===== src/rtl/pidf_pkg.sv =====
// ----------------------------------------------------------------------------
// pidf_pkg: shared types and constants of the filtered-derivative PID block
// Register indexes, item modes, sequencer states and the product steps that
// the sequencer runs through the shared multiplier.
// ----------------------------------------------------------------------------
package pidf_pkg;

  // Width of the configuration register index.
  localparam int CFG_IDX_W = 3;

  // Bits of the multiplier operand consumed per multiplier cycle.
  localparam int DIG_W = 16;

  typedef enum logic [CFG_IDX_W-1:0] {
    REG_KP      = 3'd0,
    REG_KI_TS   = 3'd1,
    REG_ALPHA   = 3'd2,
    REG_KD_GAIN = 3'd3,
    REG_KB      = 3'd4,
    REG_U_MIN   = 3'd5,
    REG_U_MAX   = 3'd6
  } cfg_reg_t;

  typedef enum logic [1:0] {
    MODE_ERROR = 2'd0,
    MODE_MEAS  = 2'd1,
    MODE_INIT  = 2'd2,
    MODE_CLEAR = 2'd3
  } mode_t;

  typedef enum logic [2:0] {
    S_IDLE,
    S_PREP,
    S_ISSUE,
    S_WAIT,
    S_LIMIT,
    S_OUT
  } seq_state_t;

  typedef enum logic [2:0] {
    OP_ALPHA,
    OP_KD,
    OP_KI,
    OP_KP,
    OP_KB
  } mul_op_t;

endpackage


===== src/rtl/pidf_in_if.sv =====
// ----------------------------------------------------------------------------
// pidf_in_if: sample channel
// Valid/ready channel that carries one controller sample per transfer.
// ----------------------------------------------------------------------------
interface pidf_in_if #(
  parameter int DATA_WIDTH = 32
);
  logic                         valid;
  logic                         ready;
  logic [1:0]                   mode;
  logic signed [DATA_WIDTH-1:0] error_value;
  logic signed [DATA_WIDTH-1:0] measurement;
  logic signed [DATA_WIDTH-1:0] setpoint;
  logic signed [DATA_WIDTH-1:0] target_output;
  logic                         sample_invalid;

  modport source (
    output valid, mode, error_value, measurement, setpoint, target_output, sample_invalid,
    input  ready
  );

  modport sink (
    input  valid, mode, error_value, measurement, setpoint, target_output, sample_invalid,
    output ready
  );
endinterface


===== src/rtl/pidf_out_if.sv =====
// ----------------------------------------------------------------------------
// pidf_out_if: result channel
// Valid/ready channel that carries one controller output per transfer.
// ----------------------------------------------------------------------------
interface pidf_out_if #(
  parameter int DATA_WIDTH = 32
);
  logic                         valid;
  logic                         ready;
  logic signed [DATA_WIDTH-1:0] control_output;
  logic                         clamped;

  modport source (
    output valid, control_output, clamped,
    input  ready
  );

  modport sink (
    input  valid, control_output, clamped,
    output ready
  );
endinterface


===== src/rtl/pidf_cfg_if.sv =====
// ----------------------------------------------------------------------------
// pidf_cfg_if: configuration write channel
// Valid/ready channel that carries a register index and its write data.
// ----------------------------------------------------------------------------
interface pidf_cfg_if #(
  parameter int DATA_WIDTH = 32,
  parameter int FRAC_BITS  = 16
);
  localparam int CW = (DATA_WIDTH > FRAC_BITS + 1) ? DATA_WIDTH : FRAC_BITS + 1;

  logic                           valid;
  logic                           ready;
  logic [pidf_pkg::CFG_IDX_W-1:0] index;
  logic [CW-1:0]                  data;

  modport source (
    output valid, index, data,
    input  ready
  );

  modport sink (
    input  valid, index, data,
    output ready
  );
endinterface


===== src/rtl/pidf_cfg.sv =====
// ----------------------------------------------------------------------------
// pidf_cfg: configuration register bank
// Holds the gains and output limits; alpha is limited to 1.0 on write.
// ----------------------------------------------------------------------------
module pidf_cfg #(
  parameter int DATA_WIDTH = 32,
  parameter int FRAC_BITS  = 16
) (
  input  logic                         clk,
  input  logic                         rst,
  pidf_cfg_if.sink                     cfg,
  output logic signed [DATA_WIDTH-1:0] kp,
  output logic signed [DATA_WIDTH-1:0] ki_ts,
  output logic        [FRAC_BITS:0]    alpha,
  output logic signed [DATA_WIDTH-1:0] kd_gain,
  output logic signed [DATA_WIDTH-1:0] kb,
  output logic signed [DATA_WIDTH-1:0] u_min,
  output logic signed [DATA_WIDTH-1:0] u_max
);

  localparam logic [FRAC_BITS:0]    ONE_A  = {1'b1, {FRAC_BITS{1'b0}}};
  localparam logic [DATA_WIDTH-1:0] KP_RST = {{(DATA_WIDTH-1){1'b0}}, 1'b1} << FRAC_BITS;
  localparam logic [DATA_WIDTH-1:0] DMIN   = {1'b1, {(DATA_WIDTH-1){1'b0}}};

  logic [FRAC_BITS:0]    alpha_wr;
  logic [DATA_WIDTH-1:0] value;

  assign cfg.ready = 1'b1;
  assign value     = cfg.data[DATA_WIDTH-1:0];
  assign alpha_wr  = (cfg.data[FRAC_BITS:0] > ONE_A) ? ONE_A : cfg.data[FRAC_BITS:0];

  always_ff @(posedge clk) begin
    if (rst) begin
      kp      <= KP_RST;
      ki_ts   <= '0;
      alpha   <= ONE_A;
      kd_gain <= '0;
      kb      <= '0;
      u_min   <= DMIN;
      u_max   <= ~DMIN;
    end else if (cfg.valid) begin
      case (pidf_pkg::cfg_reg_t'(cfg.index))
        pidf_pkg::REG_KP:      kp      <= value;
        pidf_pkg::REG_KI_TS:   ki_ts   <= value;
        pidf_pkg::REG_ALPHA:   alpha   <= alpha_wr;
        pidf_pkg::REG_KD_GAIN: kd_gain <= value;
        pidf_pkg::REG_KB:      kb      <= value;
        pidf_pkg::REG_U_MIN:   u_min   <= value;
        pidf_pkg::REG_U_MAX:   u_max   <= value;
        default: ;
      endcase
    end
  end

endmodule


===== src/rtl/pidf_mul.sv =====
// ----------------------------------------------------------------------------
// pidf_mul: shared fixed-point multiplier
// Sign-magnitude multiply, one 16-bit digit of b per cycle, then a rounding
// step: shift right by FRAC_BITS, round half away from zero, saturate.
// ----------------------------------------------------------------------------
module pidf_mul #(
  parameter int DATA_WIDTH = 32,
  parameter int FRAC_BITS  = 16
) (
  input  logic                         clk,
  input  logic                         rst,
  input  logic                         start,
  input  logic signed [((DATA_WIDTH > FRAC_BITS + 1) ? DATA_WIDTH : FRAC_BITS + 1):0] a,
  input  logic signed [((DATA_WIDTH > FRAC_BITS + 1) ? DATA_WIDTH : FRAC_BITS + 1):0] b,
  output logic                         done,
  output logic signed [DATA_WIDTH-1:0] result
);

  localparam int MW    = (DATA_WIDTH > FRAC_BITS + 1) ? DATA_WIDTH : FRAC_BITS + 1;
  localparam int DIG   = pidf_pkg::DIG_W;
  localparam int NCH   = (MW + DIG - 1) / DIG;
  localparam int BW    = NCH * DIG;
  localparam int PW    = MW + BW;
  localparam int RW    = PW + 1 - FRAC_BITS;
  localparam int CNT_W = $clog2(NCH + 1);

  localparam logic [PW:0]   RND   = {{PW{1'b0}}, 1'b1} << (FRAC_BITS - 1);
  localparam logic [RW-1:0] LIM_P = {{(RW-DATA_WIDTH+1){1'b0}}, {(DATA_WIDTH-1){1'b1}}};
  localparam logic [RW-1:0] LIM_N = LIM_P + RW'(1);

  logic [MW-1:0]     a_mag;
  logic [BW-1:0]     b_mag;
  logic              neg;
  logic [PW-1:0]     acc;
  logic [CNT_W-1:0]  cnt;
  logic              busy;

  logic [MW:0]           a_abs, b_abs;
  logic [MW+DIG-1:0]     prod;
  logic [PW:0]           rsum;
  logic [RW-1:0]         shifted, lim, mag;

  assign a_abs   = a[MW] ? -a : a;
  assign b_abs   = b[MW] ? -b : b;
  assign prod    = a_mag * b_mag[BW-1 -: DIG];
  assign rsum    = {1'b0, acc} + RND;
  assign shifted = rsum[PW:FRAC_BITS];
  assign lim     = neg ? LIM_N : LIM_P;
  assign mag     = (shifted > lim) ? lim : shifted;

  always_ff @(posedge clk) begin
    if (rst) begin
      busy <= 1'b0;
      done <= 1'b0;
    end else begin
      done <= 1'b0;
      if (start) begin
        busy <= 1'b1;
      end else if (busy && cnt == '0) begin
        busy <= 1'b0;
        done <= 1'b1;
      end
    end
  end

  always_ff @(posedge clk) begin
    if (start) begin
      a_mag <= a_abs[MW-1:0];
      b_mag <= BW'(b_abs[MW-1:0]);
      neg   <= a[MW] ^ b[MW];
      acc   <= '0;
      cnt   <= CNT_W'(NCH);
    end else if (busy && cnt != '0) begin
      acc   <= (acc << DIG) + PW'(prod);
      b_mag <= b_mag << DIG;
      cnt   <= cnt - CNT_W'(1);
    end else if (busy) begin
      result <= neg ? -mag[DATA_WIDTH-1:0] : mag[DATA_WIDTH-1:0];
    end
  end

endmodule


===== src/rtl/pid_filtered_derivative_antiwindup.sv =====
// ----------------------------------------------------------------------------
// pid_filtered_derivative_antiwindup: fixed-point PID with filtered derivative
// Discrete PID controller, back-calculation anti-windup, clamped output.
// ----------------------------------------------------------------------------
// Each sample transfer yields exactly one result transfer. The block works on
// one sample at a time: a small sequencer drives every product through one
// shared multiplier (pidf_mul), which handles 16 bits of its second operand
// per cycle. An error step or a measurement step needs five products
// (alpha*d, kd_gain*delta, ki_ts*e, kp*e, kb*(u_sat-u_unsat)); a bumpless
// init needs one product, and a clear, or a sample flagged invalid, needs
// none. The sample channel is ready only while the sequencer is idle, but a
// finished result waits in its own output register, so the next sample is
// taken while that result is still pending. Configuration writes are always
// accepted and must only be issued while no sample is in flight.
// ----------------------------------------------------------------------------
module pid_filtered_derivative_antiwindup #(
  parameter int DATA_WIDTH = 32,
  parameter int FRAC_BITS  = 16
) (
  input  logic       clk,
  input  logic       rst,
  pidf_in_if.sink    sample,
  pidf_out_if.source result,
  pidf_cfg_if.sink   cfg
);

  localparam int DW = DATA_WIDTH;
  localparam int MW = (DW > FRAC_BITS + 1) ? DW : FRAC_BITS + 1;
  // Three guard bits hold any sum of up to four data-width terms exactly.
  localparam int SW = DW + 3;

  localparam logic signed [SW-1:0] DMAX_X = {4'b0000, {(DW-1){1'b1}}};
  localparam logic signed [SW-1:0] DMIN_X = ~DMAX_X;

  function automatic logic signed [SW-1:0] sx(input logic signed [DW-1:0] v);
    sx = {{(SW-DW){v[DW-1]}}, v};
  endfunction

  // Saturate a wide intermediate into the data width.
  function automatic logic signed [DW-1:0] sat(input logic signed [SW-1:0] x);
    if (x > DMAX_X) begin
      sat = DMAX_X[DW-1:0];
    end else if (x < DMIN_X) begin
      sat = DMIN_X[DW-1:0];
    end else begin
      sat = x[DW-1:0];
    end
  endfunction

  // Configuration registers.
  logic signed [DW-1:0]  kp, ki_ts, kd_gain, kb, u_min, u_max;
  logic        [FRAC_BITS:0] alpha;

  // Controller state.
  logic signed [DW-1:0] integral_sum, derivative_term, last_error;
  logic signed [DW-1:0] last_measurement, last_output;

  // Sequencer.
  pidf_pkg::seq_state_t state, state_next;
  pidf_pkg::mul_op_t    op;

  // Latched sample.
  pidf_pkg::mode_t      mode;
  logic signed [DW-1:0] ev, y, r, tgt;
  logic                 invalid;

  // Working registers of one step.
  logic signed [DW-1:0] e_val, delta, acc_d, dnew, kiu, usat, bdiff;
  logic signed [SW-1:0] unsat;
  logic                 clamp_r;
  logic signed [DW-1:0] res_val;
  logic                 res_clamped;

  // Output register.
  logic                 out_valid;
  logic signed [DW-1:0] out_data;
  logic                 out_clamped;

  // Shared multiplier.
  logic                 mul_start, mul_done;
  logic signed [MW:0]   mul_a, mul_b;
  logic signed [DW-1:0] mul_res;

  // Combinational datapath terms.
  logic signed [SW-1:0] diff_e, diff_y, e_meas, usat_x, p_x;
  logic                 take;

  pidf_cfg #(
    .DATA_WIDTH(DATA_WIDTH),
    .FRAC_BITS (FRAC_BITS)
  ) u_cfg (
    .clk    (clk),
    .rst    (rst),
    .cfg    (cfg),
    .kp     (kp),
    .ki_ts  (ki_ts),
    .alpha  (alpha),
    .kd_gain(kd_gain),
    .kb     (kb),
    .u_min  (u_min),
    .u_max  (u_max)
  );

  pidf_mul #(
    .DATA_WIDTH(DATA_WIDTH),
    .FRAC_BITS (FRAC_BITS)
  ) u_mul (
    .clk   (clk),
    .rst   (rst),
    .start (mul_start),
    .a     (mul_a),
    .b     (mul_b),
    .done  (mul_done),
    .result(mul_res)
  );

  assign result.valid          = out_valid;
  assign result.control_output = out_data;
  assign result.clamped        = out_clamped;

  assign take   = sample.valid && sample.ready;
  assign diff_e = sx(ev) - sx(last_error);
  assign diff_y = sx(y) - sx(last_measurement);
  assign e_meas = sx(r) - sx(y);
  assign p_x    = sx(mul_res);

  // Output limiting: min against u_max first, then max against u_min, so that
  // crossed limits always give u_min.
  always_comb begin
    usat_x = (unsat < sx(u_max)) ? unsat : sx(u_max);
    if (usat_x < sx(u_min)) begin
      usat_x = sx(u_min);
    end
  end

  // Operand selection for the product of the current step. Alpha is an
  // unsigned Q1.FRAC_BITS value and is zero-extended.
  always_comb begin
    unique case (op)
      pidf_pkg::OP_ALPHA: begin
        mul_a = {{(MW-FRAC_BITS){1'b0}}, alpha};
        mul_b = {{(MW+1-DW){derivative_term[DW-1]}}, derivative_term};
      end
      pidf_pkg::OP_KD: begin
        mul_a = {{(MW+1-DW){kd_gain[DW-1]}}, kd_gain};
        mul_b = {{(MW+1-DW){delta[DW-1]}}, delta};
      end
      pidf_pkg::OP_KI: begin
        mul_a = {{(MW+1-DW){ki_ts[DW-1]}}, ki_ts};
        mul_b = {{(MW+1-DW){e_val[DW-1]}}, e_val};
      end
      pidf_pkg::OP_KP: begin
        mul_a = {{(MW+1-DW){kp[DW-1]}}, kp};
        mul_b = {{(MW+1-DW){e_val[DW-1]}}, e_val};
      end
      pidf_pkg::OP_KB: begin
        mul_a = {{(MW+1-DW){kb[DW-1]}}, kb};
        mul_b = {{(MW+1-DW){bdiff[DW-1]}}, bdiff};
      end
      default: begin
        mul_a = '0;
        mul_b = '0;
      end
    endcase
  end

  // Next state and sequencer outputs.
  always_comb begin
    state_next   = state;
    mul_start    = 1'b0;
    sample.ready = (state == pidf_pkg::S_IDLE);
    unique case (state)
      pidf_pkg::S_IDLE: begin
        if (sample.valid) begin
          state_next = pidf_pkg::S_PREP;
        end
      end
      pidf_pkg::S_PREP: begin
        unique case (mode)
          pidf_pkg::MODE_CLEAR: state_next = pidf_pkg::S_OUT;
          pidf_pkg::MODE_INIT:  state_next = pidf_pkg::S_ISSUE;
          pidf_pkg::MODE_ERROR,
          pidf_pkg::MODE_MEAS:  state_next = invalid ? pidf_pkg::S_OUT : pidf_pkg::S_ISSUE;
          default:              state_next = pidf_pkg::S_OUT;
        endcase
      end
      pidf_pkg::S_ISSUE: begin
        mul_start  = 1'b1;
        state_next = pidf_pkg::S_WAIT;
      end
      pidf_pkg::S_WAIT: begin
        if (mul_done) begin
          if (op == pidf_pkg::OP_KB) begin
            state_next = pidf_pkg::S_OUT;
          end else if (op == pidf_pkg::OP_KP) begin
            state_next = (mode == pidf_pkg::MODE_INIT) ? pidf_pkg::S_OUT : pidf_pkg::S_LIMIT;
          end else begin
            state_next = pidf_pkg::S_ISSUE;
          end
        end
      end
      pidf_pkg::S_LIMIT: begin
        state_next = pidf_pkg::S_ISSUE;
      end
      pidf_pkg::S_OUT: begin
        if (!out_valid || result.ready) begin
          state_next = pidf_pkg::S_IDLE;
        end
      end
      default: state_next = pidf_pkg::S_IDLE;
    endcase
  end

  // Control state and controller state, cleared by reset.
  always_ff @(posedge clk) begin
    if (rst) begin
      state            <= pidf_pkg::S_IDLE;
      out_valid        <= 1'b0;
      integral_sum     <= '0;
      derivative_term  <= '0;
      last_error       <= '0;
      last_measurement <= '0;
      last_output      <= '0;
    end else begin
      state <= state_next;
      if (state == pidf_pkg::S_OUT && (!out_valid || result.ready)) begin
        out_valid <= 1'b1;
      end else if (result.ready) begin
        out_valid <= 1'b0;
      end
      if (state == pidf_pkg::S_PREP && mode == pidf_pkg::MODE_CLEAR) begin
        integral_sum     <= '0;
        derivative_term  <= '0;
        last_error       <= '0;
        last_measurement <= '0;
        last_output      <= '0;
      end
      if (state == pidf_pkg::S_WAIT && mul_done) begin
        if (op == pidf_pkg::OP_KP && mode == pidf_pkg::MODE_INIT) begin
          // Bumpless init: the integral absorbs the proportional part so the
          // next step starts from the requested output.
          integral_sum    <= sat(sx(tgt) - p_x);
          derivative_term <= '0;
          last_error      <= ev;
          last_output     <= tgt;
        end else if (op == pidf_pkg::OP_KB) begin
          // Back-calculation: the integral is pulled back by kb times the
          // amount the output limiter cut off.
          integral_sum    <= sat(sx(integral_sum) + sx(kiu) + p_x);
          derivative_term <= dnew;
          last_error      <= e_val;
          last_output     <= usat;
          if (mode == pidf_pkg::MODE_MEAS) begin
            last_measurement <= y;
          end
        end
      end
    end
  end

  // Sample latch and working registers; no reset needed.
  always_ff @(posedge clk) begin
    if (take) begin
      mode    <= pidf_pkg::mode_t'(sample.mode);
      ev      <= sample.error_value;
      y       <= sample.measurement;
      r       <= sample.setpoint;
      tgt     <= sample.target_output;
      invalid <= sample.sample_invalid;
    end

    unique case (state)
      pidf_pkg::S_PREP: begin
        res_clamped <= 1'b0;
        unique case (mode)
          pidf_pkg::MODE_CLEAR: begin
            res_val <= '0;
          end
          pidf_pkg::MODE_INIT: begin
            e_val <= ev;
            op    <= pidf_pkg::OP_KP;
          end
          pidf_pkg::MODE_ERROR: begin
            res_val <= last_output;
            e_val   <= ev;
            delta   <= sat(diff_e);
            op      <= pidf_pkg::OP_ALPHA;
          end
          pidf_pkg::MODE_MEAS: begin
            // Derivative on measurement: the filter sees the change in y.
            res_val <= last_output;
            e_val   <= sat(e_meas);
            delta   <= sat(diff_y);
            op      <= pidf_pkg::OP_ALPHA;
          end
          default: ;
        endcase
      end
      pidf_pkg::S_WAIT: begin
        if (mul_done) begin
          unique case (op)
            pidf_pkg::OP_ALPHA: begin
              acc_d <= mul_res;
              op    <= pidf_pkg::OP_KD;
            end
            pidf_pkg::OP_KD: begin
              if (mode == pidf_pkg::MODE_MEAS) begin
                dnew <= sat(sx(acc_d) - p_x);
              end else begin
                dnew <= sat(sx(acc_d) + p_x);
              end
              op <= pidf_pkg::OP_KI;
            end
            pidf_pkg::OP_KI: begin
              kiu <= mul_res;
              op  <= pidf_pkg::OP_KP;
            end
            pidf_pkg::OP_KP: begin
              // The unsaturated output is kept exact over all four terms.
              unsat   <= p_x + sx(integral_sum) + sx(kiu) + sx(dnew);
              res_val <= tgt;
            end
            pidf_pkg::OP_KB: begin
              res_val     <= usat;
              res_clamped <= clamp_r;
            end
            default: ;
          endcase
        end
      end
      pidf_pkg::S_LIMIT: begin
        usat    <= usat_x[DW-1:0];
        clamp_r <= (usat_x != unsat);
        bdiff   <= sat(usat_x - unsat);
        op      <= pidf_pkg::OP_KB;
      end
      pidf_pkg::S_OUT: begin
        if (!out_valid || result.ready) begin
          out_data    <= res_val;
          out_clamped <= res_clamped;
        end
      end
      default: ;
    endcase
  end

endmodule

===== src/flat_wrapper.sv =====
// flat-port wrapper written by rule: the top's interface ports become plain ports
module pid_filtered_derivative_antiwindup_flat 
#(
  parameter int DATA_WIDTH = 32,
  parameter int FRAC_BITS  = 16
)
  (clk, rst, sample_valid, sample_mode, sample_error_value, sample_measurement, sample_setpoint, sample_target_output, sample_sample_invalid, sample_ready, result_valid, result_control_output, result_clamped, result_ready, cfg_valid, cfg_index, cfg_data, cfg_ready);
  pidf_in_if #(.DATA_WIDTH(DATA_WIDTH)) sample_i ();
  pidf_out_if #(.DATA_WIDTH(DATA_WIDTH)) result_i ();
  pidf_cfg_if #(.DATA_WIDTH(DATA_WIDTH), .FRAC_BITS(FRAC_BITS)) cfg_i ();
  input  logic clk;
  input  logic rst;
  input wire logic [$bits(sample_i.valid)-1:0] sample_valid;
  input wire logic [$bits(sample_i.mode)-1:0] sample_mode;
  input wire logic [$bits(sample_i.error_value)-1:0] sample_error_value;
  input wire logic [$bits(sample_i.measurement)-1:0] sample_measurement;
  input wire logic [$bits(sample_i.setpoint)-1:0] sample_setpoint;
  input wire logic [$bits(sample_i.target_output)-1:0] sample_target_output;
  input wire logic [$bits(sample_i.sample_invalid)-1:0] sample_sample_invalid;
  output wire logic [$bits(sample_i.ready)-1:0] sample_ready;
  output wire logic [$bits(result_i.valid)-1:0] result_valid;
  output wire logic [$bits(result_i.control_output)-1:0] result_control_output;
  output wire logic [$bits(result_i.clamped)-1:0] result_clamped;
  input wire logic [$bits(result_i.ready)-1:0] result_ready;
  input wire logic [$bits(cfg_i.valid)-1:0] cfg_valid;
  input wire logic [$bits(cfg_i.index)-1:0] cfg_index;
  input wire logic [$bits(cfg_i.data)-1:0] cfg_data;
  output wire logic [$bits(cfg_i.ready)-1:0] cfg_ready;
  assign sample_i.valid = sample_valid;
  assign sample_i.mode = sample_mode;
  assign sample_i.error_value = sample_error_value;
  assign sample_i.measurement = sample_measurement;
  assign sample_i.setpoint = sample_setpoint;
  assign sample_i.target_output = sample_target_output;
  assign sample_i.sample_invalid = sample_sample_invalid;
  assign sample_ready = sample_i.ready;
  assign result_valid = result_i.valid;
  assign result_control_output = result_i.control_output;
  assign result_clamped = result_i.clamped;
  assign result_i.ready = result_ready;
  assign cfg_i.valid = cfg_valid;
  assign cfg_i.index = cfg_index;
  assign cfg_i.data = cfg_data;
  assign cfg_ready = cfg_i.ready;
  pid_filtered_derivative_antiwindup #(.DATA_WIDTH(DATA_WIDTH), .FRAC_BITS(FRAC_BITS)) u_core (.clk(clk), .rst(rst), .sample(sample_i), .result(result_i), .cfg(cfg_i));
endmodule

===== config.mk =====
export PLATFORM = sky130hd
export DESIGN_NAME = pid_filtered_derivative_antiwindup_flat
export DESIGN_NICKNAME = d
export VERILOG_FILES = /design/src/rtl/pidf_pkg.sv /design/src/rtl/pidf_in_if.sv /design/src/rtl/pidf_out_if.sv /design/src/rtl/pidf_cfg_if.sv /design/src/rtl/pidf_cfg.sv /design/src/rtl/pidf_mul.sv /design/src/rtl/pid_filtered_derivative_antiwindup.sv /design/src/flat_wrapper.sv
export SDC_FILE = /design/constraint.sdc
export NUM_CORES = 2
export LEC_CHECK = 0
export BUFFER_PORTS_ARGS = -buffer_cell sky130_fd_sc_hd__buf_4
export CAP_MARGIN = 25
export CORE_MARGIN = 2
export CORE_UTILIZATION = 58
export DETAILED_ROUTE_END_ITERATION = 10
export PLACE_DENSITY = 0.89
export SLEW_MARGIN = 20
export SYNTH_ARGS = -nofsm -noshare
export SYNTH_HDL_FRONTEND = slang
export SYNTH_SLANG_ARGS = --single-unit
export TNS_END_PERCENT = 1

===== constraint.sdc =====
create_clock -name clk -period 7.4 [get_ports clk]
set_input_delay 0.37 -clock clk [delete_from_list [all_inputs] [get_ports clk]]
set_output_delay 0.37 -clock clk [all_outputs]
set_load 0.02 [all_outputs]

Word-level counts from Yosys, hierarchy flattened
Index checks and enable logic that the tools add are counted.
{ "totals": {"register_bits": 998, "inputBits": 171, "out_inout_bits": 36, "wordCells": 233} }
{ "op_classes": {"add_sub_neg": 18, "mul": 1, "magnitude_cmp": 20, "n_eq_ne": 27, "mux": 77, "n_bitwise": 3, "reduce_logical": 45} }
{ "ops": {"columns": ["op", "n"], "rows": [
  ["$mux 32", 45],
  ["$pmux 32 s2", 5],
  ["$gt 35x32->1 const B", 8],
  ["$lt 35x32->1 const B", 8],
  ["$pmux 33 s5", 1],
  ["$sub 32x32->33", 5],
  ["$pmux 33 s4", 1],
  ["$add 32x32->33", 3],
  ["$neg 32->32", 3],
  ["$lt 35x32->1", 2],
  ["$mux 35", 2],
  ["$add 33x32->34", 2],
  ["$add 64x16->65 const B", 1],
  ["$add 64x48->64", 1],
  ["$gt 49x32->1", 1],
  ["$mul 32x16->48", 1],
  ["$add 35x32->35", 1],
  ["$ne 35x35->1", 1],
  ["$sub 35x35->35", 1],
  ["$pmux 3 s3", 3],
  ["$mux 3", 7],
  ["$reduce_and 3->1", 7],
  ["$reduce_and 2->1", 10],
  ["$eq 3x2->1 const B", 6],
  ["other kinds (28)", 66]
]} }

Depth between registers and ports, before layout
{ "depth": {"ltp_word": 8, "mapped_depth": 39, "mapped_depth_nobuf": 34} }

Modules after synthesis
Synthesis repeated with hierarchy kept, for this count alone.
{ "unflattened": {"hier_cells": 8724, "area_unflattened_um2": 79288.5} }
{ "by_module_without_submodules": {"columns": ["module", "instances", "cells_per_inst", "area_each_um2"], "rows": [
  ["pid_filtered_derivative_antiwindup", 1, 4601, 44002.2],
  ["pidf_mul", 1, 3230, 27801.7],
  ["pidf_cfg", 1, 893, 7484.7]
]} }

Worst setup path before layout
OpenSTA, ideal clock, no wires.
{ "synth_path": {"path_kind": "register to register", "start": "reg u_core.unsat[4]", "end": "reg u_core.bdiff[10], data pin", "t_arrival_ns": 7.198, "required_time_ns": 7.130, "slack_ns": -0.068, "stages_incl_launch_ff": 37, "n_path_buf": 5, "path_cell_list": "edfxtp_1 > ha_1 > a21o_1 > a211o_1 > a41oi_1 > o21ai_0 > a211oi_1 > o21ai_0 > clkbuf_1 > clkbuf_1 > nand2_1 > o21ai_0 > ha_1 > a211oi_1 > o21bai_1 > a211oi_1 > o21ai_0 > a211oi_1 > a31o_2 > and4_1 > clkbuf_1 > clkbuf_1 > nor2_1 > a21oi_1 > ha_1 > a21oi_1 > nor3b_1 > a211oi_1 > a41oi_1 > o31ai_1 > o41a_1 > nand2b_1 > o211ai_1 > o31a_1 > o21bai_1 > clkbuf_1 > o21ai_0"} }
{ "synth_between": {"elab_chain_len": 7} }
{ "synth_lines": {"columns": ["element", "line_no", "source"], "rows": [
  ["from (decl)", "pid_filtered_derivative_antiwindup.sv:69", "logic signed [SW-1:0] unsat;"],
  ["from (signal assigned)", "pid_filtered_derivative_antiwindup.sv:320", "unsat <= p_x + sx(integral_sum) + sx(kiu) + sx(dnew);"],
  ["$lt 35x32->1", "pid_filtered_derivative_antiwindup.sv:130", "usat_x = (unsat < sx(u_max)) ? unsat : sx(u_max);"],
  ["$mux 35 *", "pid_filtered_derivative_antiwindup.sv:130", null],
  ["$lt 35x32->1", "pid_filtered_derivative_antiwindup.sv:131", "if (usat_x < sx(u_min)) begin"],
  ["$mux 35 *", "pid_filtered_derivative_antiwindup.sv:131", null],
  ["net u_core.usat_x[4]", "pid_filtered_derivative_antiwindup.sv:85", "logic signed [SW-1:0] diff_e, diff_y, e_meas, usat_x, p_x;"],
  ["$sub 35x35->35 *", "pid_filtered_derivative_antiwindup.sv:334", "bdiff <= sat(usat_x - unsat);"],
  ["$lt 35x32->1", "pid_filtered_derivative_antiwindup.sv:43", "end else if (x < DMIN_X) begin"],
  ["$mux 32", "pid_filtered_derivative_antiwindup.sv:43", null],
  ["to (signal assigned)", "pid_filtered_derivative_antiwindup.sv:334", null],
  ["to (decl)", "pid_filtered_derivative_antiwindup.sv:68", "logic signed [DW-1:0] e_val, delta, acc_d, dnew, kiu, usat, bdiff;"]
]} }
The timed path passes the listed nets; every way through them passes the cells marked *.
A chain may end at the register's enable or synchronous reset.

Worst setup path in the final report
{ "layout_path": {"start": "reg u_core.unsat[4]", "end": "reg u_core.bdiff[29], data pin"} }
Same word-level chain as after synthesis.

==> flow_metrics.env <==
export IMPL_status="finished, violations left"
export IMPL_violations="setup timing"
export IMPL_ys_warn_count=0
export IMPL_die_h_um=368
export IMPL_grt_ovfl_total=0
export IMPL_rows=133
export IMPL_r2r_end="u_core.bdiff[29]"
export IMPL_coreArea_mm2=0.131
export IMPL_fill_cells=9964
export IMPL_vias=68700
export IMPL_seqCellArea_mm2=0.0256
export IMPL_clk_insertion_delay_late_ps=790
export IMPL_synth_fa_ha_area_frac=0.217
export IMPL_cts_root_buf="clkbuf_16"
export IMPL_avgRoutedWirePerCell_um=24.3
export IMPL_slew_headroom=0.136
export IMPL_hold_viol_final=0
export IMPL_grt_pass1_wl_um=399000
export IMPL_rr_worst_depth=37
export IMPL_wirelength_um=263000
export IMPL_cts_buffers=109
export IMPL_synth_simple_area_share=0.153
export IMPL_hold_path_class="input port to flop"
export IMPL_dieArea_mm2=0.135
export IMPL_avgSynthCellArea_um2=8.97
export IMPL_clkSinkCount=998
export IMPL_syn2layout_area_growth_pct=14.6
export IMPL_synth_top_area_share=0.218
export IMPL_synth_mux_area_frac=0.0150
export IMPL_grt_use_total=0.382
export IMPL_post_place_ws_ps=-1000
export IMPL_cp_data_arrival_time_ps=8090
export IMPL_synthArstFlopShare=0
export IMPL_final_area_mm2=0.0879
export IMPL_hold_depth=4
export IMPL_io_buffers=205
export IMPL_io_pins=207
export IMPL_initial_core_util=0.584
export IMPL_fmax_ghz=0.132
export IMPL_reg2reg_from="u_core.unsat[4]"
export IMPL_viasPerCell=6.33
export IMPL_synth_cell_types=105
export IMPL_drt_iter0_markers=9084
export IMPL_clk_pin_slew_ps=70
export IMPL_worstHoldStart="cfg_index[1]"
export IMPL_grt_max_degree=206
export IMPL_period_needed_ps=7600
export IMPL_drive_gt1_frac=0.107
export IMPL_skew_ps=76.9
export IMPL_dpl_cell_area_mm2=0.0820
export IMPL_holdPathEnd="u_core.u_cfg.kp[14]"
export IMPL_multi_input_area_mm2=0.0467
export IMPL_finalWeightedCongestion=1.02
export IMPL_synthTopCellsByArea="edfxtp_1 22%, fa_1 13%, dfxtp_1 12%, ha_1 8.7%, nand2_1 6.4%"
export IMPL_cp_required_ps=7900
export IMPL_r2r_setup_slack_ps=-200
export IMPL_yosys_area_top_type="edfxtp_1"
export IMPL_htree_levels=3
export IMPL_crit_fanout=31
export IMPL_fin_crit_sh=1.03
export IMPL_largest_register_ffs=64
export IMPL_fp_dieW_um=368
export IMPL_max_flop_register="u_core.u_mul.acc"
export IMPL_ant_nets=0
export IMPL_synth_cells=8551
export IMPL_drv_slew=0
export IMPL_syn_num_nets=9746
export IMPL_setup_viol=31
export IMPL_num_nets_final=10200
export IMPL_ys_ff_latch=998
export IMPL_cts_tree="built"
export IMPL_largestRegisters="u_core.u_mul.acc: 64 flops, u_core.unsat: 35 flops"
export IMPL_synth_edf_count=557
export IMPL_hpwl_um=194000
export IMPL_synth_compound_area_frac=0.169
export IMPL_synth_area_mm2=0.0767
export IMPL_crit_path_max_incr_delay_ps=460
export IMPL_startpoint_type="flop"
export IMPL_final_util=0.669
export IMPL_first_pass_iters=9
export IMPL_ys_top_cells_by_count="1308 x nand2_1, 869 x inv_1, 841 x a21oi_1"
export IMPL_rsz0062_at_grt="true"
export IMPL_synth_most_common_cell="nand2_1"
export IMPL_ys_flop_type="edfxtp_1"
export IMPL_synth_xor_area_frac=0.0471
export IMPL_critPathCaptureType="flop"
export IMPL_grt_pass1_vias=67800
export IMPL_worstMarginPinSlew_ps=1300
export IMPL_synth_top_family_by_area="adder cells"
export IMPL_ys_seq_area_frac=0.333
export IMPL_cp_slowest_cell="or4_1"
export IMPL_fin_ws_ps=-196
export IMPL_clockBufferDepth=3
export IMPL_antenna_found_initial=14
export IMPL_maxCapViolations=0
export IMPL_path_class="flop to flop"
export IMPL_drc=0
export IMPL_startpoint="u_core.unsat[4]"
## worst max path at each step
| stage | end | slack, ps |
|---|---|---|
| final | u_core.bdiff[29] | -200 |
| after global routing | u_core.bdiff[6] | -520 |
| after CTS | u_core.bdiff[2] | -190 |
| after detailed placement | u_core.bdiff[19] | -1000 |
| after global placement | u_core.bdiff[2] | -950 |
| after floorplan | u_core.bdiff[10] | 3 |
## routing by layer
layer,global-route usage,share of wire,routed length [um],vias to the layer above
met5,0,0.00040,106,-
met4,0.223,0.072,18900,14
met3,0.0831,0.11,27800,1024
met2,0.616,0.46,120000,4393
met1,0.474,0.37,96600,33100
li1,-,-,-,30200
## stage by stage
stage               setup TNS [ps]  hold slack [ps]  std cells
floorplan                        0              400       8551
global placement            -29740              400      10500
detailed placement          -30590              405      10500
CTS                          -4890             2.19      10800
global route                -16620             34.6      10800
finish                       -5140             43.7      10800
## cells in the final DEF, fill, tap and decap left out, drive strengths merged, types with 32 or more instances in the layout
master / instances
ha: 533
a31oi: 56
inv: 879
clkbuf: 152
clkinv: 32
a222oi: 33
nor4: 36
a22oi: 104
fa: 491
a211oi: 59
mux2i: 88
o21ai: 411
o21a: 52
nor2: 466
dfxtp: 441
nand2: 1309
nor2b: 53
buf: 610
nor3: 82
xor2: 161
nand3b: 75
nand3: 128
edfxtp: 557
and3: 64
dlygate4sd3: 164
a21oi: 852
a21o: 195
o21bai: 64
and2: 170
nand2b: 47
nand4: 74
xnor2: 251
## layout make-up
type	instances	share of cell area
Inverter	870	0.0371
Antenna cell	6	0.000171
Timing Repair Buffer	775	0.0738
Sequential cell	998	0.291
Clock inverter	52	0.00680
Multi-Input combinational cell	6241	0.531
Tap cell	1755	0.0250
Clock buffer	152	0.0359
## worst max-delay path: cells and delay by family (launching register included)
family	cells	cell delay [ps]
xor+xnor	1	210
simple gates	6	1290
fa+ha+maj	3	850
flops	1	440
buf+inv	6	880
compound gates	21	3670
## kinds of logic after synthesis
family | count (synthesis)
fa+ha+maj | 1036
mux | 106
other cells | 1
xor+xnor | 412
flops | 998
compound gates | 2092
simple gates | 2594
buf+inv | 1312
## repair_timing
item | CTS | global route
endpoints found under the hold margin | 318 | 0
gates cloned | 1 | 0
buffers inserted | 6 | 2
hold buffers | 164 | 0
gates resized for setup | 57 | 55
pin swaps | 13 | 17
endpoints found under the setup margin | 33 | 60
Power is left out: the tool's default activity adds up to more than one toggle a clock period on the data nets, which glitch-free logic cannot reach.
